`src/hw/rtl/spectrum_bar_smoother_macros.svh`:
```
// assertion macros for the spectrum bar smoother
// expects clk and rst in the scope of the module that uses them
`ifndef SPECTRUM_BAR_SMOOTHER_MACROS_SVH
`define SPECTRUM_BAR_SMOOTHER_MACROS_SVH

// condition holds in the same cycle as its trigger
`define SBS_ASSERT_IMPL(lbl, pre, post) \
  lbl: assert property (@(posedge clk) disable iff (rst) (pre) |-> (post)) \
    else $error("spectrum bar smoother assertion failed");

// condition holds in the cycle after its trigger
`define SBS_ASSERT_NEXT(lbl, pre, post) \
  lbl: assert property (@(posedge clk) disable iff (rst) (pre) |=> (post)) \
    else $error("spectrum bar smoother assertion failed");

`endif

```
`src/hw/rtl/sbs_pkg.sv`:
```
// shared types, constants and step functions of the spectrum bar smoother
// no dependencies
package sbs_pkg;

  localparam int IDX_W = 6;
  localparam int MAX_BARS_DEFAULT = 64;
  localparam logic [12:0] SCREEN_LIMIT = 13'd4096;

  localparam logic [15:0] SMOOTHING_RESET = 16'd52429;
  localparam logic [12:0] WIDTH_RESET = 13'd640;
  localparam logic [12:0] HEIGHT_RESET = 13'd480;
  localparam logic [6:0] BARS_RESET = 7'd64;

  localparam logic [7:0] RED_MUL = 8'd97;
  localparam logic [7:0] GREEN_MUL = 8'd53;
  localparam logic [7:0] BLUE_MUL = 8'd29;

  // digit steps done by each iteration stage
  localparam int ITER_STAGES = 4;
  localparam int SQ_STEPS = 4;
  localparam int DIV_STEPS = 5;

  typedef enum logic [1:0] {
    REG_SMOOTHING,
    REG_WIDTH,
    REG_HEIGHT,
    REG_BARS
  } cfg_reg_t;

  // partial square root and two partial quotients
  typedef struct packed {
    logic [IDX_W-1:0] idx;
    logic inr;
    logic [31:0] sq_n;
    logic [16:0] sq_rem;
    logic [15:0] sq_root;
    logic [19:0] x_num;
    logic [6:0] x_rem;
    logic [19:0] w_num;
    logic [6:0] w_rem;
  } iter_t;

  typedef struct packed {
    logic [11:0] bar_x;
    logic [12:0] bar_y;
    logic [12:0] bar_w;
    logic [12:0] bar_h;
    logic [7:0] red;
    logic [7:0] green;
    logic [7:0] blue;
    logic out_of_range;
  } res_t;

  function automatic iter_t iter_steps(iter_t s, logic [6:0] d);
    iter_t r;
    logic [18:0] sq_tmp;
    logic [18:0] sq_trial;
    logic [7:0] xt;
    logic [7:0] wt;
    r = s;
    for (int i = 0; i < SQ_STEPS; i++) begin
      sq_tmp = {r.sq_rem, r.sq_n[31:30]};
      sq_trial = {1'b0, r.sq_root, 2'b01};
      r.sq_n = {r.sq_n[29:0], 2'b00};
      if (sq_tmp >= sq_trial) begin
        sq_tmp = sq_tmp - sq_trial;
        r.sq_root = {r.sq_root[14:0], 1'b1};
      end else begin
        r.sq_root = {r.sq_root[14:0], 1'b0};
      end
      r.sq_rem = sq_tmp[16:0];
    end
    for (int i = 0; i < DIV_STEPS; i++) begin
      xt = {r.x_rem, r.x_num[19]};
      wt = {r.w_rem, r.w_num[19]};
      r.x_num = {r.x_num[18:0], 1'b0};
      r.w_num = {r.w_num[18:0], 1'b0};
      if (xt >= {1'b0, d}) begin
        xt = xt - {1'b0, d};
        r.x_num[0] = 1'b1;
      end
      if (wt >= {1'b0, d}) begin
        wt = wt - {1'b0, d};
        r.w_num[0] = 1'b1;
      end
      r.x_rem = xt[6:0];
      r.w_rem = wt[6:0];
    end
    return r;
  endfunction

  function automatic logic [7:0] colour(logic [IDX_W-1:0] idx, logic [7:0] k);
    logic [13:0] p;
    p = 14'(idx) * 14'(k);
    return p[7:0];
  endfunction

endpackage

```
`src/hw/rtl/sbs_level_store.sv`:
```
// per-bar level memory with read-modify-write, forwarding and smoothing blend
// depends on sbs_pkg
module sbs_level_store import sbs_pkg::*; #(
  parameter int MAX_BARS = MAX_BARS_DEFAULT
) (
  input  logic clk,
  input  logic rst,
  input  logic en,
  input  logic load,
  input  logic [IDX_W-1:0] idx,
  input  logic [15:0] mag,
  input  logic [15:0] sf,
  output logic [16:0] level
);

  localparam int AW = (MAX_BARS > 1) ? $clog2(MAX_BARS) : 1;
  localparam int IW = (AW > IDX_W) ? AW : IDX_W;

  logic [16:0] mem [MAX_BARS];
  logic [MAX_BARS-1:0] vbits;

  logic [IW-1:0] idx_ext;
  logic [AW-1:0] addr_in;
  logic wr;
  logic [AW-1:0] wr_addr;
  logic [15:0] mag_q;
  logic [16:0] rd_data;
  logic rd_ok;
  logic fwd;
  logic [16:0] fwd_level;
  logic [16:0] old;
  logic [16:0] inv;
  logic [33:0] mix;
  logic [16:0] level_next;

  assign idx_ext = IW'(idx);
  assign addr_in = idx_ext[AW-1:0];

  always_comb begin
    old = fwd ? fwd_level : (rd_ok ? rd_data : 17'd0);
    inv = 17'h10000 - {1'b0, sf};
    mix = {18'd0, sf} * {17'd0, old} + {17'd0, inv} * {18'd0, mag_q};
    level_next = mix[32:16];
  end

  always_ff @(posedge clk) begin
    if (rst) begin
      wr <= 1'b0;
      vbits <= '0;
    end else if (en) begin
      wr <= load;
      if (wr) begin
        vbits[wr_addr] <= 1'b1;
      end
    end
  end

  // the read of the next item sees the write of this one only through fwd
  always_ff @(posedge clk) begin
    if (en) begin
      wr_addr <= addr_in;
      mag_q <= mag;
      rd_data <= mem[addr_in];
      rd_ok <= vbits[addr_in];
      fwd <= wr && (wr_addr == addr_in);
      fwd_level <= level_next;
      level <= level_next;
      if (wr) begin
        mem[wr_addr] <= level_next;
      end
    end
  end

endmodule

```
`config.mk`:
```
export PLATFORM = sky130hd
export DESIGN_NAME = sbs_level_store
export DESIGN_NICKNAME = d
export VERILOG_FILES = /design/src/hw/rtl/spectrum_bar_smoother_macros.svh /design/src/hw/rtl/sbs_pkg.sv /design/src/hw/rtl/sbs_level_store.sv
export SDC_FILE = /design/constraint.sdc
export NUM_CORES = 2
export LEC_CHECK = 0
export ABC_AREA = 1
export BUFFER_PORTS_ARGS = -buffer_cell sky130_fd_sc_hd__buf_2
export CAP_MARGIN = 0
export CORE_UTILIZATION = 45
export DETAILED_ROUTE_END_ITERATION = 8
export PLACE_DENSITY = 0.57
export SYNTH_ARGS = -nofsm -noshare
export SYNTH_HDL_FRONTEND = slang
export SYNTH_SLANG_ARGS = --single-unit
```
`constraint.sdc`:
```
create_clock -name clk -period 17.1 [get_ports clk]
set_input_delay 1.71 -clock clk [delete_from_list [all_inputs] [get_ports clk]]
set_output_delay 1.71 -clock clk [all_outputs]
set_load 0.02 [all_outputs]
```
Yosys cells after proc, flatten, opt, wreduce, memory -nomap -nowiden
Memory sizes are Yosys's and may differ from the RTL's. A register that Yosys moved wholly into a read port is not among the register bits.
Index checks and enable logic that the tools add are counted.

cells by class
  add/subtract/negate cells = 2
  multipliers = 2
  $lt $le $gt $ge = 3
  eq/ne operators = 1
  mux-type cells = 9
  bitwise operators = 1
  reductions and logical operators = 3

operators with widths
  operator                count
  $or 64x64->64           1
  $mux 17                 2
  $add 33x33->33          1
  $mul 16x17->33          1
  $mul 17x16->33          1
  $sub 17x16->17 const A  1
  $lt 6x7->1 const B      2
  $bmux 1 s6              1
  $demux 1 s6             1
  $eq 6x6->1              1
  $ge 6x1->1 const B      1
  $mux 1                  5
  $logic_and 1x1->1       2
  $reduce_and 2->1        1

storage, ports and cells
  register bits after elaboration = 106
  memory bits (writable) = 1088
  input bits = 42
  output and inout port bits = 17
  word-level logic and storage cells = 29
  memories = 1

memory list
  memory  words  bits a word  rd ports  clocked after Yosys merged registers in  write ports  line                   RTL
  mem     64     17           1         1                                        1            sbs_level_store.sv:19  logic [16:0] mem [MAX_BARS];

Logic depth before layout (Yosys ltp)
  depth in word-level cells = 5
  gate-level depth with buffers = 38
  gate-level depth less buffers = 37

Worst setup path before layout
Ideal clock, no wire load.

  path type = input-to-reg
  start = in sf[1]
  end = reg fwd_level[1] (data pin)
  setup time = 0.573 ns
  data arrival time = 9.963 ns
  data required time = 16.527 ns
  setup slack = 6.565 ns
  cell stages on the path = 30
  buffers on the path = 1
  cell sequence = clkinv_1 clkbuf_1 ha_1 nand3_4 nor2_4 nand2_4 nor2_8 nand2_4 nand2_1 nand2_2 inv_1 nand2_1 fa_1 fa_1 inv_1 fa_1 inv_1 fa_1 inv_1 fa_1 fa_1 fa_1 fa_1 ha_1 nand2_1 o21bai_1 nand2_1 nand2_1 a21oi_1 xnor2_1

between the ends
  word-level cells in the longest chain between the ends = 3
  elaborated cells between the ends (all ways) = 4
  classes of those cells = 2 x add/sub; 2 x mul

RTL lines
  what                  line                   RTL
  from (decl)           sbs_level_store.sv:12  input logic [15:0] sf,
  $sub 17x16->17        sbs_level_store.sv:41  inv = 17'h10000 - {1'b0, sf};
  $mul 17x16->33        sbs_level_store.sv:42  mix = {18'd0, sf} * {17'd0, old} + {17'd0, inv} * {18'd0, mag_q};
  $add 33x33->33 *      sbs_level_store.sv:42
  via mix[17]           sbs_level_store.sv:33  logic [33:0] mix;
  to (signal assigned)  sbs_level_store.sv:66  fwd_level <= level_next;
  to (decl)             sbs_level_store.sv:30  logic [16:0] fwd_level;

Mark *: on every way through the listed nets, which the timed path passes. The rest lies on a longest branch.
A chain may end at the register's enable or synchronous reset.

Worst setup path after layout
  start = in sf[0]
  end = mem mem[14][2] (data pin)

between the ends
  word-level cells in the longest chain between the ends = 3
  elaborated cells between the ends (all ways) = 4
  classes of those cells = 2 x add/sub; 2 x mul

RTL lines
  what              line
  $sub 17x16->17    sbs_level_store.sv:41
  $mul 17x16->33    sbs_level_store.sv:42
  $add 33x33->33 *  sbs_level_store.sv:42
  via mix[18]       sbs_level_store.sv:33
  to (decl)         sbs_level_store.sv:19

Marks and branches as above.

==> impl_metrics.yaml <==
sta:
  finalHoldViolations: 0
  min_period_ps: 10250
  slew_violations: 0
  rsz0062_at_grt: "no"
  setup_viol: 0
  slew_headroom_pct: 13.7
  finalCritPeriodShare_pct: 60.0
  skew_ps: 44.9
  max_freq_mhz: 97.5
  tightestPinTransition_ps: 1290
  fin_ws_ps: 6850
  setup_tns_ps: 0
floorplan:
  die_x_um: 389
  rows: 141
  start_util_pct: 45.4
  coreArea_um2: 148000
  io_pins: 59
  die_area_um2: 151000
  die_h_um: 389
setup_path:
  critPathRequiredTime_ps: 17600
  critPathLaunchType: "input pin"
  crit_start: "sf[0]"
  crit_path_end: "mem[14][2]"
  r2r_setup_slack_ps: 7580
  cp-end-kind: "register"
  crit_arrival_ps: 10750
  r2r_cells: 26
  timing.rr.end: "mem[17][16]"
  reg2reg_from: "fwd"
  path_class: "in -> reg"
  crit_fanout: 34
route:
  drc: 0
  wl_per_cell_um: 22.8
  m1WireLength_um: 84900
  finalWirelength_um: 195000
  drt_first_pass_iters: 7
  vias: 46600
  routed.top_layer: "met5"
  antenna_left: 0
  wl_met3_um: 14600
  drt_iter0_drc: 4406
  met2_length_um: 89800
  drt-vias-per-instance: 5.44
run_status:
  status: "complete, no violations"
clocking:
  clockRootBuffer: "clkbuf_16"
  cts.sinks: 1211
  htreeDepth: 4
  cts-hold-fix-buffers: 0
  cts_made_buffers: 135
  clk_latency_ps: 790
  cts_resized: 0
  path_clk_slew_ps: 60
  cts_tree: "built"
  postCtsSetupBuffers: 0
  cts_buffer_depth: 3
finish:
  fin_area_um2: 74000
  area.sequential_um2: 35700
  multi_input_area_um2: 27500
  synthToLayoutAreaGrowth_pct: 10.1
  fillers: 13400
  fin_nets: 7245
  layout-drive-gt1-share_pct: 7.19
  stdcell_count: 8580
synthesis:
  yosysTopAreaCell: "edfxtp_1"
  ys_seq_elements: 1211
  yosysMostFrequentCell: "nand2_1"
  syn_nets: 7274
  syn_inst: 6566
  syn_area_um2: 67300
  synth_top_area_share_pct: 51.2
  synth_edf_count: 1146
  synthTopCellsByCount: "nand2_1, edfxtp_1, nand3_1"
  ys_seq_area_share_pct: 53.1
  yosysWarningCount: 0
  synth.avg_cell_area_um2: 10.2
  async_flop_share_pct: 0
  synthFlopType: "edfxtp_1"
  netlist-cell-type-count: 49
  synth_area_leaders: "edfxtp_1, fa_1, nand2_1"
place:
  port_buffers: 58
  postPlaceCellArea_um2: 69600
  hpwl_um: 124000
  routabilityCongestion: 0.911
  pre_cts_ws_ps: 6080
  placed_cells: 8330
grt:
  grt_max_degree: 178
  track_usage_pct: 26.1
  grt_overflow_total: 0
  grt_pass1_wl_um: 294000
  antenna_found_initial: 4
  grt_pass1_vias: 45700
job:
  maxCapViolCount: 0
min_path:
  hp-class: "reg -> reg"
cell families after synthesis:
group | after synthesis | synth area share (%)
muxes | 1 | 0.0149
buffers and inverters | 1074 | 6.27
DFF | 1211 | 53.1
xor gates and xnor gates | 5 | 0.0930
AOI/OAI and AO/OA | 76 | 0.783
adders and majority gates | 666 | 17.7
and+or+nand+nor | 3533 | 22.1
routing by layer:
metal	up-vias	global-route usage, %
li1	21300	-
met1	23300	37.2
met2	1742	40.7
met3	314	4.37
met4	2	8.46
met5	-	0
layout by cell type (no fill, tap or decap), types with 3 or more instances in the layout:
cell type and count:
nand2_1 1929, edfxtp_1 1146, nand3_1 1043, inv_1 731
fa_1 474, nor2_1 424, ha_1 192, clkbuf_16 136
buf_4 97, dfxtp_1 65, nor2_2 64, buf_2 53
clkbuf_1 45, clkinv_1 29, a21oi_1 25, nand2_2 22
nor3_1 20, clkinv_2 15, o21ai_0 13, o21bai_1 9
o21ba_2 8, clkinv_16 8, inv_2 7, o22ai_1 7
clkbuf_8 7, bufinv_16 7, nand4_1 5, nand2_4 5
o22ai_2 5, inv_6 4, nor2_4 3, o21ai_4 3
nand3b_1 3, inv_8 3, clkinv_8 3, inv_16 3
how the worst min path moves through the flow:
stage               slack (ps)       from  cells past startpoint   endpoint
finish                     470  vbits[33]                      2  vbits[33]
global route               490  vbits[15]                      2  vbits[15]
CTS                        470  vbits[33]                      2  vbits[33]
detailed placement         460  vbits[51]                      2  vbits[51]
global placement           450  vbits[51]                      2  vbits[51]
floorplan                  440  vbits[11]                      2  vbits[11]
cell type report:
class | instances | area share, %
repair buffers | 155 | 1.45
diodes | 1 | 0.00338
flip-flops and latches | 1211 | 48.2
well taps | 1930 | 3.26
inverters | 753 | 3.85
multi-input cells | 4281 | 37.2
clock buffers | 188 | 4.96
clock inverters | 61 | 1.03
registers in the layout, summed over array words and instances, names as in the netlist, 6 cells and up:
signal and count:
wr_addr 6, rd_data 17, vbits 64, mem 1088, mag_q 16, fwd_level 17
critical path, stage by stage:
cell and delay (ps):
buf_2 610, inv_1 200, ha_1 340, xnor2_1 790, inv_1 520, nor2_1 260
fa_1 480, fa_1 480, fa_1 580, fa_1 450, fa_1 510, fa_1 420
fa_1 520, fa_1 440, ha_1 470, nand2_1 120, inv_1 90, nand2_1 130
nor2_1 180, nor2_1 70, nand2_1 60, nand2_1 50, nand2_2 570, buf_4 500
metrics by stage:
stage | utilization (%) | hold WS (ps)
floorplan | - | 440
global placement | 47.0 | 449
detailed placement | 47.0 | 458
CTS | 50.0 | 471
global route | 50.0 | 487
finish | 50.0 | 467
Power is not shown: default switching activity piles up to over one toggle a cycle in this logic, so the estimate is an artifact.
