File: src/hw/rtl/spectrum_bar_smoother_macros.svh
// assertion macros for the spectrum bar smoother
// expects clk and rst in the scope of the module that uses them
`ifndef SPECTRUM_BAR_SMOOTHER_MACROS_SVH
`define SPECTRUM_BAR_SMOOTHER_MACROS_SVH

// condition holds in the same cycle as its trigger
`define SBS_ASSERT_IMPL(lbl, pre, post) \
  lbl: assert property (@(posedge clk) disable iff (rst) (pre) |-> (post)) \
    else $error("spectrum bar smoother assertion failed");

// condition holds in the cycle after its trigger
`define SBS_ASSERT_NEXT(lbl, pre, post) \
  lbl: assert property (@(posedge clk) disable iff (rst) (pre) |=> (post)) \
    else $error("spectrum bar smoother assertion failed");

`endif

File: src/hw/rtl/sbs_pkg.sv
// shared types, constants and step functions of the spectrum bar smoother
// no dependencies
package sbs_pkg;

  localparam int IDX_W = 6;
  localparam int MAX_BARS_DEFAULT = 64;
  localparam logic [12:0] SCREEN_LIMIT = 13'd4096;

  localparam logic [15:0] SMOOTHING_RESET = 16'd52429;
  localparam logic [12:0] WIDTH_RESET = 13'd640;
  localparam logic [12:0] HEIGHT_RESET = 13'd480;
  localparam logic [6:0] BARS_RESET = 7'd64;

  localparam logic [7:0] RED_MUL = 8'd97;
  localparam logic [7:0] GREEN_MUL = 8'd53;
  localparam logic [7:0] BLUE_MUL = 8'd29;

  // digit steps done by each iteration stage
  localparam int ITER_STAGES = 4;
  localparam int SQ_STEPS = 4;
  localparam int DIV_STEPS = 5;

  typedef enum logic [1:0] {
    REG_SMOOTHING,
    REG_WIDTH,
    REG_HEIGHT,
    REG_BARS
  } cfg_reg_t;

  // partial square root and two partial quotients
  typedef struct packed {
    logic [IDX_W-1:0] idx;
    logic inr;
    logic [31:0] sq_n;
    logic [16:0] sq_rem;
    logic [15:0] sq_root;
    logic [19:0] x_num;
    logic [6:0] x_rem;
    logic [19:0] w_num;
    logic [6:0] w_rem;
  } iter_t;

  typedef struct packed {
    logic [11:0] bar_x;
    logic [12:0] bar_y;
    logic [12:0] bar_w;
    logic [12:0] bar_h;
    logic [7:0] red;
    logic [7:0] green;
    logic [7:0] blue;
    logic out_of_range;
  } res_t;

  function automatic iter_t iter_steps(iter_t s, logic [6:0] d);
    iter_t r;
    logic [18:0] sq_tmp;
    logic [18:0] sq_trial;
    logic [7:0] xt;
    logic [7:0] wt;
    r = s;
    for (int i = 0; i < SQ_STEPS; i++) begin
      sq_tmp = {r.sq_rem, r.sq_n[31:30]};
      sq_trial = {1'b0, r.sq_root, 2'b01};
      r.sq_n = {r.sq_n[29:0], 2'b00};
      if (sq_tmp >= sq_trial) begin
        sq_tmp = sq_tmp - sq_trial;
        r.sq_root = {r.sq_root[14:0], 1'b1};
      end else begin
        r.sq_root = {r.sq_root[14:0], 1'b0};
      end
      r.sq_rem = sq_tmp[16:0];
    end
    for (int i = 0; i < DIV_STEPS; i++) begin
      xt = {r.x_rem, r.x_num[19]};
      wt = {r.w_rem, r.w_num[19]};
      r.x_num = {r.x_num[18:0], 1'b0};
      r.w_num = {r.w_num[18:0], 1'b0};
      if (xt >= {1'b0, d}) begin
        xt = xt - {1'b0, d};
        r.x_num[0] = 1'b1;
      end
      if (wt >= {1'b0, d}) begin
        wt = wt - {1'b0, d};
        r.w_num[0] = 1'b1;
      end
      r.x_rem = xt[6:0];
      r.w_rem = wt[6:0];
    end
    return r;
  endfunction

  function automatic logic [7:0] colour(logic [IDX_W-1:0] idx, logic [7:0] k);
    logic [13:0] p;
    p = 14'(idx) * 14'(k);
    return p[7:0];
  endfunction

endpackage

File: src/hw/rtl/sbs_iter_stage.sv
// one pipeline stage of the square root and the two restoring dividers
// depends on sbs_pkg
module sbs_iter_stage import sbs_pkg::*; (
  input  logic clk,
  input  logic rst,
  input  logic en,
  input  logic v_in,
  input  iter_t d_in,
  input  logic [6:0] divisor,
  output logic v_out,
  output iter_t d_out
);

  always_ff @(posedge clk) begin
    if (rst) begin
      v_out <= 1'b0;
    end else if (en) begin
      v_out <= v_in;
    end
  end

  always_ff @(posedge clk) begin
    if (en) begin
      d_out <= iter_steps(d_in, divisor);
    end
  end

endmodule

File: config.mk
export PLATFORM = sky130hd
export DESIGN_NAME = sbs_iter_stage
export DESIGN_NICKNAME = d
export VERILOG_FILES = /design/src/hw/rtl/spectrum_bar_smoother_macros.svh /design/src/hw/rtl/sbs_pkg.sv /design/src/hw/rtl/sbs_iter_stage.sv
export SDC_FILE = /design/constraint.sdc
export NUM_CORES = 1
export LEC_CHECK = 0
export BUFFER_PORTS_ARGS = -buffer_cell sky130_fd_sc_hd__buf_2
export CORE_MARGIN = 1
export CORE_UTILIZATION = 51
export CTS_CLUSTER_SIZE = 8
export DETAILED_ROUTE_END_ITERATION = 10
export GPL_TIMING_DRIVEN = 0
export PLACE_DENSITY = 0.9
export SLEW_MARGIN = 20
export SYNTH_ARGS = -nofsm -noshare
export SYNTH_HDL_FRONTEND = slang
export SYNTH_SLANG_ARGS = --single-unit
File: constraint.sdc
create_clock -name clk -period 11.2 [get_ports clk]
set_clock_uncertainty 0.1 [all_clocks]
set_input_delay 1.68 -clock clk [delete_from_list [all_inputs] [get_ports clk]]
set_output_delay 1.68 -clock clk [all_outputs]
set_load 0.01 [all_outputs]
**Word-level counts from Yosys, hierarchy flattened**

Index checks and enable logic that the tools add are counted.
W data, S select, Z words.

- Register bits after elaboration: 119
- Input port bits: 137
- Logic and storage cells: 80

- Add/subtract/negate cells: 14
- Magnitude comparators: 14
- Mux-type cells: 42

Operator list:

| operator | count |
|---|---|
| $mux W7 | 18 |
| $mux W17 | 7 |
| $ge A8 B7 Y1 | 10 |
| $ge A19 B18 Y1 | 4 |
| $sub A7 B7 Y7 | 10 |
| $sub A17 B17 Y17 | 4 |
| $mux W16 | 3 |
| $mux W1 | 14 |

**Longest topological paths before layout**

- Depth in word-level cells: 14
- Depth in mapped cells: 57
- Mapped depth without buffers: 53

**Worst setup path after synthesis**

Ideal clock, no wire load.

- Path kind: input -> register
- Start: in divisor[1]
- End: reg d_out[31] in the netlist's numbering (data pin)
- Arrival time: 11.547 ns
- Required time: 10.831 ns
- Slack: -0.716 ns
- Stages: 52
- Buffers on the path: 4
- Cells stage by stage: inv_1 -> fa_1 -> a21o_1 -> a21oi_1 -> nor2b_1 -> o21a_1 -> o21ai_0 -> nor2b_1 -> clkbuf_1 -> mux2_2 -> ha_1 -> nor2b_1 -> o21ai_0 -> nand2b_1 -> a21o_1 -> a21o_1 -> o21ai_0 -> nand3b_1 -> (+16 left out) -> o21bai_1 -> a21o_1 -> a21o_1 -> o21bai_1 -> a21oi_1 -> nand2_1 -> nor2_1 -> a21oi_1 -> fa_1 -> a21o_1 -> a21oi_1 -> o21bai_1 -> a21oi_1 -> o21ai_0 -> a21o_1 -> a311oi_1 -> clkbuf_1 -> o21ai_0

- Cells in the longest elaborated chain, start to end: 14
- Elaborated cells on any way between the ends: 19
- Those cells by class: add/sub (5); order compare (5); mux (9)

Ends and longest elaborated chain:

| element | RTL line | text |
|---|---|---|
| start, declared | sbs_iter_stage.sv:9 | `input logic [6:0] divisor,` |
| $sub A7 B7 Y7 / $ge A8 B7 Y1 (equally long branches) | sbs_pkg.sv:79, sbs_pkg.sv:78 |  |
| $mux W7 | sbs_pkg.sv:78 | `if (xt >= {1'b0, d}) begin` |
| $mux W7 | sbs_iter_stage.sv:23 | `if (en) begin` |
| $sub A7 B7 Y7 / $ge A8 B7 Y1 (equally long branches) | sbs_pkg.sv:79, sbs_pkg.sv:78 |  |
| $mux W7 | sbs_pkg.sv:78 |  |
| $mux W7 | sbs_iter_stage.sv:23 |  |
| $ge A8 B7 Y1 / $sub A7 B7 Y7 (equally long branches) | sbs_pkg.sv:78, sbs_pkg.sv:79 |  |
| $mux W7 | sbs_pkg.sv:78 |  |
| $mux W7 | sbs_iter_stage.sv:23 |  |
| $sub A7 B7 Y7 / $ge A8 B7 Y1 (equally long branches) | sbs_pkg.sv:79, sbs_pkg.sv:78 |  |
| $mux W7 | sbs_pkg.sv:78 |  |
| $mux W7 | sbs_iter_stage.sv:23 |  |
| $sub A7 B7 Y7 / $ge A8 B7 Y1 (equally long branches) | sbs_pkg.sv:79, sbs_pkg.sv:78 |  |
| $mux W7 (*) | sbs_pkg.sv:78 |  |
| end signal, assigned | sbs_iter_stage.sv:24 | `d_out <= iter_steps(d_in, divisor);` |
| end, declared | sbs_iter_stage.sv:11 | `output iter_t d_out` |

Every way passes the cells marked *; elsewhere a longest branch is shown, timed or not. The select of a mux whose other input is x is not followed.
A chain may end at the register's enable or synchronous reset.

**Worst setup path after layout**

- Start: in divisor[0]
- End: reg d_out[28] in the netlist's numbering (data pin)

- Cells in the longest elaborated chain, start to end: 14
- Elaborated cells on any way between the ends: 19
- Those cells by class: add/sub (5); order compare (5); mux (9)

Ends and longest elaborated chain:

| element | RTL line |
|---|---|
| $sub A7 B7 Y7 / $ge A8 B7 Y1 (equally long branches) | sbs_pkg.sv:79, sbs_pkg.sv:78 |
| $mux W7 | sbs_pkg.sv:78 |
| $mux W7 | sbs_iter_stage.sv:23 |
| $sub A7 B7 Y7 / $ge A8 B7 Y1 (equally long branches) | sbs_pkg.sv:79, sbs_pkg.sv:78 |
| $mux W7 | sbs_pkg.sv:78 |
| $mux W7 | sbs_iter_stage.sv:23 |
| $sub A7 B7 Y7 / $ge A8 B7 Y1 (equally long branches) | sbs_pkg.sv:79, sbs_pkg.sv:78 |
| $mux W7 | sbs_pkg.sv:78 |
| $mux W7 | sbs_iter_stage.sv:23 |
| $ge A8 B7 Y1 / $sub A7 B7 Y7 (equally long branches) | sbs_pkg.sv:78, sbs_pkg.sv:79 |
| $mux W7 | sbs_pkg.sv:78 |
| $mux W7 | sbs_iter_stage.sv:23 |
| $sub A7 B7 Y7 / $ge A8 B7 Y1 (equally long branches) | sbs_pkg.sv:79, sbs_pkg.sv:78 |
| $mux W7 (*) | sbs_pkg.sv:78 |

Marks and branches as above.

==> impl_results.md <==
- CTS tree: yes
- Crit share post-route: 1.01
- Min Tclk post-route: 11260 ps
- Post-synthesis sequential area ratio: 0.315
- Drt first-iter violations: 983
- Number of global-route vias before repair: 10379
- Design area: 15400 µm²
- Die height: 151 µm
- Vias per cell: 6.12
- PortBufs: 255
- Std cell rows: 54
- Final net count: 1886
- Setup crit start: divisor[0]
- Mapped Avg Cell Area: 9.32 µm²
- Finished Layout Cells: 1891
- Least-Margin Pin Slew: 801 ps
- Post-synth top area cell: edfxtp_1
- Initial antenna violation count: 1
- Critical path class: in -> reg
- Routed WL: 38300 µm
- Max_slew headroom: 0.451
- Outcome: finished, violations left
- Core Footprint: 21800 µm²
- Max stage delay cell, worst path: fa_2
- Clk pwr share: 0.098
- Remaining DRCs: 2
- Fin worst setup slack: -57.5 ps
- IO Pins: 264
- Layout cell share with drive strength beyond 1: 0.376
- Worst hold path cell count: 2
- Synth unique cells: 78
- Pwr per Cell Area: 370 nW/µm²
- Fin. Hold Viols: 0
- Crit Path Max Fanout: 10
- Post-DP HPWL: 25100 µm
- Placer Congestion: 0.946
- FFs w/ async S/R, synth: 0
- DR WL/cell: 20.2 µm
- Register area: 3560 µm²
- Lkg Pwr: 6.85 nW
- Clock buffer depth: 2
- Type of origin of the critical path: primary input
- Root Buffer: clkbuf_16
- Post-synth top area share: 0.313
- CP Capture Type: flop
- Gr usage total: 0.294
- Switching Share: 0.456
- Combinational share of power: 0.767
- First-pass GRT wire length: 52200 µm
- Fin Setup TNS: -543 ps
- Initial Util: 0.520
- Power after layout: 5.69 mW
- Synth cell count leaders: ha_1 (142), a21oi_1 (120), edfxtp_1 (118), inv_1 (95), nand2_1 (93)
- Top cells by area, synth: edfxtp_1 (31%), ha_1 (16%), a21oi_1 (5.3%)
- DIE AREA: 22800 µm²
- FF+latch count, synth: 119
- CP peak stage delay: 370 ps
- Post-Synthesis Cell Area: 11300 µm²
- Maximum vdd drop: 0.000403 V
- Reg2Reg Launch Point: v_out$_SDFFE_PP0P_
- Fill count: 1519
- Max cap viols: 0
- TritonRoute pass-1 iters: 11
- Placed cell areas: 13100 µm²
- Cells after DPL: 1757
- Worst-Skew Late Latency: 420 ps
- CTS H-tree lvls: 4
- Die width: 151 µm
- FMAX: 0.0888 GHz
- Finish-stage setup viols: 14
- Final design utilization: 0.707
- Area occupied by multi-input gates: 8020 µm²
- Post-synthesis cell count: 1214
- Most frequent cell after synthesis: ha_1
- Hold_sp: v_out$_SDFFE_PP0P_
- Crit path top cell by count: a21o_1
- Largest net degree at the start of global routing: 86
- Gr ovfl total: 0
- Required @ worst endpoint: 11280 ps
- Main flop type after synthesis: edfxtp_1
- Syn-to-layout area delta: 35.9%
- Clock sinks: 119
- Via count: 11579
- Worst Path Arrival: 11330 ps
- Part of the power in registers: 0.135
- Net Switching: 2.59 mW
- Antenna-violating nets left: 0
- Cell internal pwr: 3.09 mW
- Violated checks: DRC, setup timing
- Slew Limit Fails: 0
- EDFF count, synth: 118
- Yosys warns: 0
- CTS Buf Count: 17
- R2r worst-path depth: 2
- Hold Path Class: reg -> reg
- Worst-path clk slew: 70 ps
cells in the final DEF, fill, tap and decap left out, drive strengths merged, types with 12 or more instances in the layout:
cell / Yosys / routed
o21bai: 20 / 20
nand2: 93 / 93
clkinvlp: 0 / 12
a21oi: 121 / 121
xor2: 37 / 37
xnor2: 65 / 65
nor2: 67 / 67
o21ai: 87 / 87
mux2i: 12 / 12
nand2b: 16 / 16
nand4: 19 / 19
mux2: 35 / 35
edfxtp: 118 / 118
buf: 15 / 382
nand3: 25 / 25
a21o: 52 / 52
clkbuf: 20 / 27
inv: 96 / 98
ha: 142 / 142
power groups by stage:
stage | Combinational [mW] | Clock (mW) | Sequential, mW
finish | 4.36 | 0.558 | 0.769
global route | 4.66 | 0.576 | 0.777
floorplan | 2.45 | 0 | 0.830
detailed placement | 3.22 | 0 | 0.776
CTS | 3.58 | 0.560 | 0.768
global placement | 3.11 | 0 | 0.775
per-stage QoR:
| step | setup slack, ps | hold WS [ps] |
|---|---|---|
| 3_3_place_gp | -2540 | 377 |
| 5_1_grt | -479 | 450 |
| 6_report | -57.5 | 409 |
| 4_1_cts | 6.54 | 409 |
| 2_1_floorplan | 11.7 | 428 |
| 3_5_place_dp | -2600 | 392 |
flip-flops by register name, indices dropped and copies added, names as in the netlist:
name and cells:
d_out 118, v_out 1
repair_timing:
item | 4_1_cts | 5_1_grt
gates resized for setup | 80 | 144
buffers inserted | 33 | 69
gates cloned | 1 | 3
pin swaps | 19 | 51
hold buffers | 0 | 0
endpoints found under the setup margin | 34 | 34
worst max-delay path, delay by kind of cell:
family	cells	cell delay, ps
AOI/OAI and AO/OA	30	5330
adders and majority gates	6	1610
buffers and inverters	8	1050
muxes	2	650
and+or+nand+nor	8	1020
worst paths after layout:
| check | to | slack (ps) |
|---|---|---|
| max | d_out[28]$_DFFE_PP_ | -60 |
| max reg2reg | v_out$_SDFFE_PP0P_ | 10510 |
| min reg2reg | v_out$_SDFFE_PP0P_ | 410 |
| min | v_out$_SDFFE_PP0P_ | 410 |
layer usage:
layer	global-route usage	vias up	share of wire
li1	-	5247	-
met1	0.364	5426	0.38
met2	0.495	747	0.48
met3	0.0608	159	0.097
met4	0.123	0	0.042
met5	0	-	0
cell families after synthesis:
group	after synthesis	share of synthesized area
AO/OA/AOI/OAI	364	0.205
AND/OR/NAND/NOR	296	0.129
adder cells (fa/ha/maj)	152	0.175
buffers and inverters	133	0.0507
flip-flops	119	0.315
XOR/XNOR	102	0.0790
multiplexers	47	0.0471
other	1	0.000331
cell type report:
class,count,share of cell area
Multi-Input combinational cell,969,0.522
Timing Repair Buffer,362,0.139
Clock inverter,15,0.00977
Tap cell,280,0.0228
Clock buffer,17,0.0277
Buffer,30,0.0190
Antenna cell,1,0.000163
Sequential cell,119,0.232
Inverter,98,0.0276
(Power assumes the default switching activity.)
