<file path="config.mk">
export PLATFORM = sky130hd
export DESIGN_NAME = sbs_out_buf_flat
export DESIGN_NICKNAME = d
export VERILOG_FILES = /design/src/hw/rtl/spectrum_bar_smoother_macros.svh /design/src/hw/rtl/sbs_pkg.sv /design/src/hw/rtl/sbs_out_if.sv /design/src/hw/rtl/sbs_out_buf.sv /design/src/flat_wrapper.sv
export SDC_FILE = /design/constraint.sdc
export NUM_CORES = 1
export LEC_CHECK = 0
export BUFFER_PORTS_ARGS = -buffer_cell sky130_fd_sc_hd__buf_2
export CAP_MARGIN = 25
export CORE_ASPECT_RATIO = 0.9
export CORE_MARGIN = 2
export CORE_UTILIZATION = 47
export CTS_BUF_LIST = sky130_fd_sc_hd__clkbuf_16
export DETAILED_ROUTE_END_ITERATION = 8
export GPL_TIMING_DRIVEN = 0
export PLACE_DENSITY_LB_ADDON = 0.25
export SKIP_CTS_REPAIR_TIMING = 1
export SLEW_MARGIN = 0
export SYNTH_ARGS = -nofsm -noshare
export SYNTH_HDL_FRONTEND = slang
export SYNTH_SLANG_ARGS = --single-unit
</file>
<file path="constraint.sdc">
create_clock -name clk -period 5.9 [get_ports clk]
set_input_delay 0.295 -clock clk [delete_from_list [all_inputs] [get_ports clk]]
set_output_delay 0.295 -clock clk [all_outputs]
set_load 0.02 [all_outputs]
</file>
<file path="src/hw/rtl/spectrum_bar_smoother_macros.svh">
// assertion macros for the spectrum bar smoother
// expects clk and rst in the scope of the module that uses them
`ifndef SPECTRUM_BAR_SMOOTHER_MACROS_SVH
`define SPECTRUM_BAR_SMOOTHER_MACROS_SVH

// condition holds in the same cycle as its trigger
`define SBS_ASSERT_IMPL(lbl, pre, post) \
  lbl: assert property (@(posedge clk) disable iff (rst) (pre) |-> (post)) \
    else $error("spectrum bar smoother assertion failed");

// condition holds in the cycle after its trigger
`define SBS_ASSERT_NEXT(lbl, pre, post) \
  lbl: assert property (@(posedge clk) disable iff (rst) (pre) |=> (post)) \
    else $error("spectrum bar smoother assertion failed");

`endif

</file>
<file path="src/hw/rtl/sbs_pkg.sv">
// shared types, constants and step functions of the spectrum bar smoother
// no dependencies
package sbs_pkg;

  localparam int IDX_W = 6;
  localparam int MAX_BARS_DEFAULT = 64;
  localparam logic [12:0] SCREEN_LIMIT = 13'd4096;

  localparam logic [15:0] SMOOTHING_RESET = 16'd52429;
  localparam logic [12:0] WIDTH_RESET = 13'd640;
  localparam logic [12:0] HEIGHT_RESET = 13'd480;
  localparam logic [6:0] BARS_RESET = 7'd64;

  localparam logic [7:0] RED_MUL = 8'd97;
  localparam logic [7:0] GREEN_MUL = 8'd53;
  localparam logic [7:0] BLUE_MUL = 8'd29;

  // digit steps done by each iteration stage
  localparam int ITER_STAGES = 4;
  localparam int SQ_STEPS = 4;
  localparam int DIV_STEPS = 5;

  typedef enum logic [1:0] {
    REG_SMOOTHING,
    REG_WIDTH,
    REG_HEIGHT,
    REG_BARS
  } cfg_reg_t;

  // partial square root and two partial quotients
  typedef struct packed {
    logic [IDX_W-1:0] idx;
    logic inr;
    logic [31:0] sq_n;
    logic [16:0] sq_rem;
    logic [15:0] sq_root;
    logic [19:0] x_num;
    logic [6:0] x_rem;
    logic [19:0] w_num;
    logic [6:0] w_rem;
  } iter_t;

  typedef struct packed {
    logic [11:0] bar_x;
    logic [12:0] bar_y;
    logic [12:0] bar_w;
    logic [12:0] bar_h;
    logic [7:0] red;
    logic [7:0] green;
    logic [7:0] blue;
    logic out_of_range;
  } res_t;

  function automatic iter_t iter_steps(iter_t s, logic [6:0] d);
    iter_t r;
    logic [18:0] sq_tmp;
    logic [18:0] sq_trial;
    logic [7:0] xt;
    logic [7:0] wt;
    r = s;
    for (int i = 0; i < SQ_STEPS; i++) begin
      sq_tmp = {r.sq_rem, r.sq_n[31:30]};
      sq_trial = {1'b0, r.sq_root, 2'b01};
      r.sq_n = {r.sq_n[29:0], 2'b00};
      if (sq_tmp >= sq_trial) begin
        sq_tmp = sq_tmp - sq_trial;
        r.sq_root = {r.sq_root[14:0], 1'b1};
      end else begin
        r.sq_root = {r.sq_root[14:0], 1'b0};
      end
      r.sq_rem = sq_tmp[16:0];
    end
    for (int i = 0; i < DIV_STEPS; i++) begin
      xt = {r.x_rem, r.x_num[19]};
      wt = {r.w_rem, r.w_num[19]};
      r.x_num = {r.x_num[18:0], 1'b0};
      r.w_num = {r.w_num[18:0], 1'b0};
      if (xt >= {1'b0, d}) begin
        xt = xt - {1'b0, d};
        r.x_num[0] = 1'b1;
      end
      if (wt >= {1'b0, d}) begin
        wt = wt - {1'b0, d};
        r.w_num[0] = 1'b1;
      end
      r.x_rem = xt[6:0];
      r.w_rem = wt[6:0];
    end
    return r;
  endfunction

  function automatic logic [7:0] colour(logic [IDX_W-1:0] idx, logic [7:0] k);
    logic [13:0] p;
    p = 14'(idx) * 14'(k);
    return p[7:0];
  endfunction

endpackage

</file>
<file path="src/hw/rtl/sbs_out_if.sv">
// output channel of the spectrum bar smoother: one bar per item
// depends on sbs_pkg
interface sbs_out_if import sbs_pkg::*; ();
  logic valid;
  logic ready;
  logic [11:0] bar_x;
  logic [12:0] bar_y;
  logic [12:0] bar_w;
  logic [12:0] bar_h;
  logic [7:0] red;
  logic [7:0] green;
  logic [7:0] blue;
  logic out_of_range;

  modport source (output valid, bar_x, bar_y, bar_w, bar_h, red, green, blue,
                  out_of_range, input ready);
  modport sink (input valid, bar_x, bar_y, bar_w, bar_h, red, green, blue,
                out_of_range, output ready);
endinterface

</file>
<file path="src/hw/rtl/sbs_out_buf.sv">
// two-entry output buffer so the pipeline keeps moving while a result waits
// depends on sbs_pkg and sbs_out_if
module sbs_out_buf import sbs_pkg::*; (
  input  logic clk,
  input  logic rst,
  input  logic push,
  input  res_t din,
  output logic full,
  sbs_out_if.source out_ch
);

  logic [1:0] count;
  res_t e0;
  res_t e1;
  logic pop;

  assign pop = out_ch.valid && out_ch.ready;
  assign full = (count == 2'd2);

  always_ff @(posedge clk) begin
    if (rst) begin
      count <= 2'd0;
    end else begin
      count <= 2'(count + {1'b0, push} - {1'b0, pop});
    end
  end

  always_ff @(posedge clk) begin
    if (push && (count == 2'd0 || (count == 2'd1 && pop))) begin
      e0 <= din;
    end else if (pop && count == 2'd2) begin
      e0 <= e1;
    end
    if (push && count == 2'd1 && !pop) begin
      e1 <= din;
    end
  end

  assign out_ch.valid = (count != 2'd0);
  assign out_ch.bar_x = e0.bar_x;
  assign out_ch.bar_y = e0.bar_y;
  assign out_ch.bar_w = e0.bar_w;
  assign out_ch.bar_h = e0.bar_h;
  assign out_ch.red = e0.red;
  assign out_ch.green = e0.green;
  assign out_ch.blue = e0.blue;
  assign out_ch.out_of_range = e0.out_of_range;

endmodule

</file>
<file path="src/flat_wrapper.sv">
// flat-port wrapper written by rule: the top's interface ports become plain ports
module sbs_out_buf_flat import sbs_pkg::*;
  (clk, rst, push, din, full, out_ch_valid, out_ch_bar_x, out_ch_bar_y, out_ch_bar_w, out_ch_bar_h, out_ch_red, out_ch_green, out_ch_blue, out_ch_out_of_range, out_ch_ready);
  sbs_out_if out_ch_i ();
  input  logic clk;
  input  logic rst;
  input  logic push;
  input  res_t din;
  output logic full;
  output wire logic [$bits(out_ch_i.valid)-1:0] out_ch_valid;
  output wire logic [$bits(out_ch_i.bar_x)-1:0] out_ch_bar_x;
  output wire logic [$bits(out_ch_i.bar_y)-1:0] out_ch_bar_y;
  output wire logic [$bits(out_ch_i.bar_w)-1:0] out_ch_bar_w;
  output wire logic [$bits(out_ch_i.bar_h)-1:0] out_ch_bar_h;
  output wire logic [$bits(out_ch_i.red)-1:0] out_ch_red;
  output wire logic [$bits(out_ch_i.green)-1:0] out_ch_green;
  output wire logic [$bits(out_ch_i.blue)-1:0] out_ch_blue;
  output wire logic [$bits(out_ch_i.out_of_range)-1:0] out_ch_out_of_range;
  input wire logic [$bits(out_ch_i.ready)-1:0] out_ch_ready;
  assign out_ch_valid = out_ch_i.valid;
  assign out_ch_bar_x = out_ch_i.bar_x;
  assign out_ch_bar_y = out_ch_i.bar_y;
  assign out_ch_bar_w = out_ch_i.bar_w;
  assign out_ch_bar_h = out_ch_i.bar_h;
  assign out_ch_red = out_ch_i.red;
  assign out_ch_green = out_ch_i.green;
  assign out_ch_blue = out_ch_i.blue;
  assign out_ch_out_of_range = out_ch_i.out_of_range;
  assign out_ch_i.ready = out_ch_ready;
  sbs_out_buf u_core (.clk(clk), .rst(rst), .push(push), .din(din), .full(full), .out_ch(out_ch_i));
endmodule
</file>
# After elaboration in Yosys (flattened, before gate mapping)
# Cells that the tools add are included.
# totals
input_bits	80
regBits	154
# op_classes
reduce_logical	11
n_eq_ne	2
mux	2
add_sub_neg	2
# op_table
cell	count
76-bit two-way mux	2
1-bit logical AND	6
2-bit nonzero test	2
2-bit by 1-bit adder with 2-bit output	1
2-bit by 1-bit equality test with 1-bit output, second input constant	1
2-bit equality test, second input constant	1
2-bit zero test	1
2-bit by 1-bit subtractor with 2-bit output	1
1-bit zero test	1
1-bit logical OR	1

# Logic depth before layout (Yosys ltp)
# depth
depth_word	6
ltp_mapped	6
ltp_nobuf	6

# Least setup slack after synthesis
# OpenSTA, ideal clock, no wires.
# synth_path
path_type	reg-to-reg
start	reg u_core.count[1]
end	reg u_core.e0, in the netlist u_core.out_ch.bar_h[0] (enable)
t_arrival_ns	5.811
setup_slack_ns	-0.526
setup_time_ns	0.615
required_time_ns	5.285
period_less_slack_ns	6.426
stages_incl_launch_ff	3
cell_sequence	dfxtp_1 > nand2b_1 > o21ai_0
# synth_between
elab_chain_cells	6
word_cells_on_any_way	10
# synth_lines
item	line_no	rtl
from (decl)	sbs_out_buf.sv:12	logic [1:0] count;
from (signal assigned)	sbs_out_buf.sv:24	count <= 2'(count + {1'b0, push} - {1'b0, pop});
2-bit nonzero test	sbs_out_buf.sv:39	assign out_ch.valid = (count != 2'd0);
1-bit logical AND	sbs_out_buf.sv:17	assign pop = out_ch.valid && out_ch.ready;
1-bit logical AND	sbs_out_buf.sv:29	if (push && (count == 2'd0 || (count == 2'd1 && pop))) begin
1-bit logical OR	sbs_out_buf.sv:29	
1-bit logical AND	sbs_out_buf.sv:29	
2-bit nonzero test (no line) (*)	-	
to (signal assigned)	sbs_out_buf.sv:30	e0 <= din;
to (decl)	sbs_out_buf.sv:13	res_t e0;
# Every way passes the cells marked *; elsewhere a longest branch is shown, timed or not.
# A chain may end at the register's enable or synchronous reset.

# Final worst setup path
# layout_path
start	reg u_core.count[0]
end	reg u_core.e1[29] (netlist bit) (enable)
# layout_between
elab_chain_cells	4
word_cells_on_any_way	6
# layout_lines
item	line_no	rtl
2-bit nonzero test	sbs_out_buf.sv:39	
1-bit logical AND	sbs_out_buf.sv:17	
1-bit zero test	sbs_out_buf.sv:34	if (push && count == 2'd1 && !pop) begin
1-bit logical AND (*)	sbs_out_buf.sv:34	
to (signal assigned)	sbs_out_buf.sv:35	e1 <= din;
to (decl)	sbs_out_buf.sv:14	res_t e1;
# Marked as above.

==> metrics.csv <==
stage,metric,value,unit
timing,min cycle time layout,1954,ps
placed_design,buffers added on ports,157,
final_layout,Nets,518,
critical_path,max incr delay on CP,750,ps
floorplanning,starting density of the core,48.17,%
floorplanning,I/O pins,158,
status,status,"finished, final reports clean",
synth,"Distinct cells, synth",17,
critical_path,Worst Path Arrival,2060,ps
detailed_routing,met2 wire len,4.802,mm
final_layout,# diodes,0,
grt,via count of the first global-routing pass,3079,
final_layout,non-filler instance count after layout,610,
timing,RSZ-0062 raised after global routing,false,
detailed_routing,DR WL/cell,16.83,µm
critical_path,Worst Path Buf+Inv,1,
detailed_routing,highest metal used,met4,
synth,sequential area share after synthesis,79.46,%
critical_path,CP Class,flip-flop to flip-flop,
detailed_routing,met3 wire len,901,µm
floorplanning,Cell Rows,38,
timing,Fmax,511.9,MHz
timing,Fin Clk Skew,6.059,ps
grt,gr usage total,16.26,%
floorplanning,die area,13230,µm²
placed_design,RePlAce Congestion,0.6921,
grt,largest net degree at the start of global routing,30,
detailed_routing,Post-Route WL,10.27,mm
clocking,CTS buffer count,17,
synth,"FF+latch count, synth",154,
grt,initial antenna violation count,0,
clocking,CTS sink cnt,154,
grt,first-pass GRT wire length,15.73,mm
placed_design,pre-CTS setup slack,3874,ps
run,Max Cap Viol,0,
floorplanning,CORE AREA,12030,µm²
timing,# setup viols final,0,
detailed_routing,DRT Pass-1 Iters,4,
timing,worst setup margin,3946,ps
floorplanning,Die W,121.0,µm
placed_design,Post-DP HPWL,7.120,mm
final_layout,share of cells above drive strength 1,62.00,%
detailed_routing,"antenna viol nets, final",0,
critical_path,CP Capture Type,flip-flop,
timing,Hold Fails Final Rpt,0,
synth,syn_nets,337,
timing,Slew Limit Fails,0,
critical_path,WP data required,6010,ps
detailed_routing,Vias,2954,
clocking,root buffer cell,clkbuf_16,
grt,global route overflow,0,
timing,Rel. slew slack,37.39,%
clocking,TritonCTS clock tree,built,
clocking,Worst-path clk slew,60,ps
pwr,Power Density,355.6,nW/µm²
detailed_routing,Iteration-0 DRC Markers,139,
synth,Mapped Area,5794,µm²
synth,Syn Area/Cell,22.63,µm²
synth,Synthesis Warnings,0,
pwr,Worst VDD drop,0.2408,mV
critical_path,"Cell Chain, Critical Path",nand2b_2 > nor2_4 > buf_12,
critical_path,Worst setup SP type,flip-flop,
floorplanning,chip height,109.3,µm
final_layout,"commonest non-fill, non-tap cell in the layout",buf_2,
critical_path,worst-path maximum fanout,29,
detailed_routing,number of remaining DRC errors,0,
timing,period utilisation layout,33.11,%
final_layout,# fillers,886,
timing,Least-Margin Pin Slew,937.0,ps
detailed_routing,vias per inst,4.843,
clocking,Max clock buf depth,2,
clocking,later-pin clock latency in the skew report,420,ps
critical_path,Crit-path slowest cell,nor2_4,
placed_design,dpl cells,578,
worst_hold_path,worst hold path class,input port to flip-flop,
synth,post-synthesis cell count,256,
critical_path,cell family with most CP delay,simple AND/OR/NAND/NOR gates,
detailed_routing,WL met1,4.393,mm
final_layout,Area Growth Syn to Fin,29.41,%
clocking,# H-tree levels,4,
pwr,Leakage Power,2.977,nW
final_layout,"commonest cells after routing, fill and taps aside","buf_2, edfxtp_1, mux2_4",
power breakdown:
part / leakage (nW) / internal (mW) / switching, mW
Combinational: 1.26 / 0.130 / 0.170
Sequential: 1.45 / 1.29 / 0.0165
Clock: 0.270 / 0.655 / 0.406
synthesized netlist by cell type, drive strengths merged:
cell	count	area share, %
buf	8	1.2
dfxtp	2	0.69
edfxtp	152	79
ha	1	0.22
inv	1	0.065
mux2	77	18
nand2	3	0.24
nand2b	2	0.26
nor2	2	0.13
nor2b	4	0.48
o21ai	3	0.26
or2	1	0.11
cells by family (layout without fill, tap and decap cells):
| kind of cell | Yosys count | after routing | share of synthesized area (%) |
|---|---|---|---|
| flops | 154 | 154 | 79.46 |
| mux | 77 | 77 | 17.56 |
| simple gates | 12 | 12 | 1.210 |
| buf+inv | 9 | 203 | 1.295 |
| compound gates | 3 | 3 | 0.2590 |
| fa+ha+maj | 1 | 1 | 0.2159 |
metrics by stage:
stage | TNS (ps) | hold WS [ps] | util [%] | power (mW) | instance area (µm²)
finish | 0 | 63.78 | 62.34 | 2.666 | 7498
global route | 0 | 36.83 | 62.34 | 2.763 | 7498
CTS | 0 | 39.43 | 62.34 | 2.700 | 7498
detailed placement | 0 | 486.5 | 57.48 | 1.633 | 6914
global placement | -47620 | 484.6 | 56.37 | 1.622 | 6780
floorplan | 0 | 366.6 | - | 1.516 | 5794
final timing paths:
kind | slack, ps | to | depth (start not counted) | start
hold / removal | 60 | u_core.e1[22] | 1 | din[22]
setup / recovery | 3950 | u_core.e1[29] | 3 | u_core.count[0]
setup reg to reg | 3950 | u_core.e1[29] | 3 | u_core.count[0]
hold reg to reg | 540 | u_core.out_ch.bar_h[4] | 1 | u_core.e1[29]
metal layers:
metal	up-vias	track usage, %
met5	-	0
met3	18	8.817
met4	0	6.977
met2	116	24.68
met1	1439	19.34
li1	1381	-
flip-flops by register name, summed over array words and instances, names as in the netlist:
| register | cells |
|---|---|
| u_core.count | 2 |
| u_core.e1 | 76 |
| u_core.out_ch.bar_h | 13 |
| u_core.out_ch.bar_w | 13 |
| u_core.out_ch.bar_x | 12 |
| u_core.out_ch.bar_y | 13 |
| u_core.out_ch.blue | 8 |
| u_core.out_ch.green | 8 |
| u_core.out_ch.out_of_range | 1 |
| u_core.out_ch.red | 8 |
layout make-up:
cell class              count  area (µm²)  area share, %
plain buffers               8       71.32         0.9511
clock buffers              17       425.4          5.673
clock inverters            15       158.9          2.119
inverters                   1       3.754        0.05006
multi-input cells          93        1134          15.12
flip-flops and latches    154        4604          61.41
well taps                 160       200.2          2.670
repair buffers            162       900.9          12.01
No activity file was read; power rests on OpenSTA's default activity.
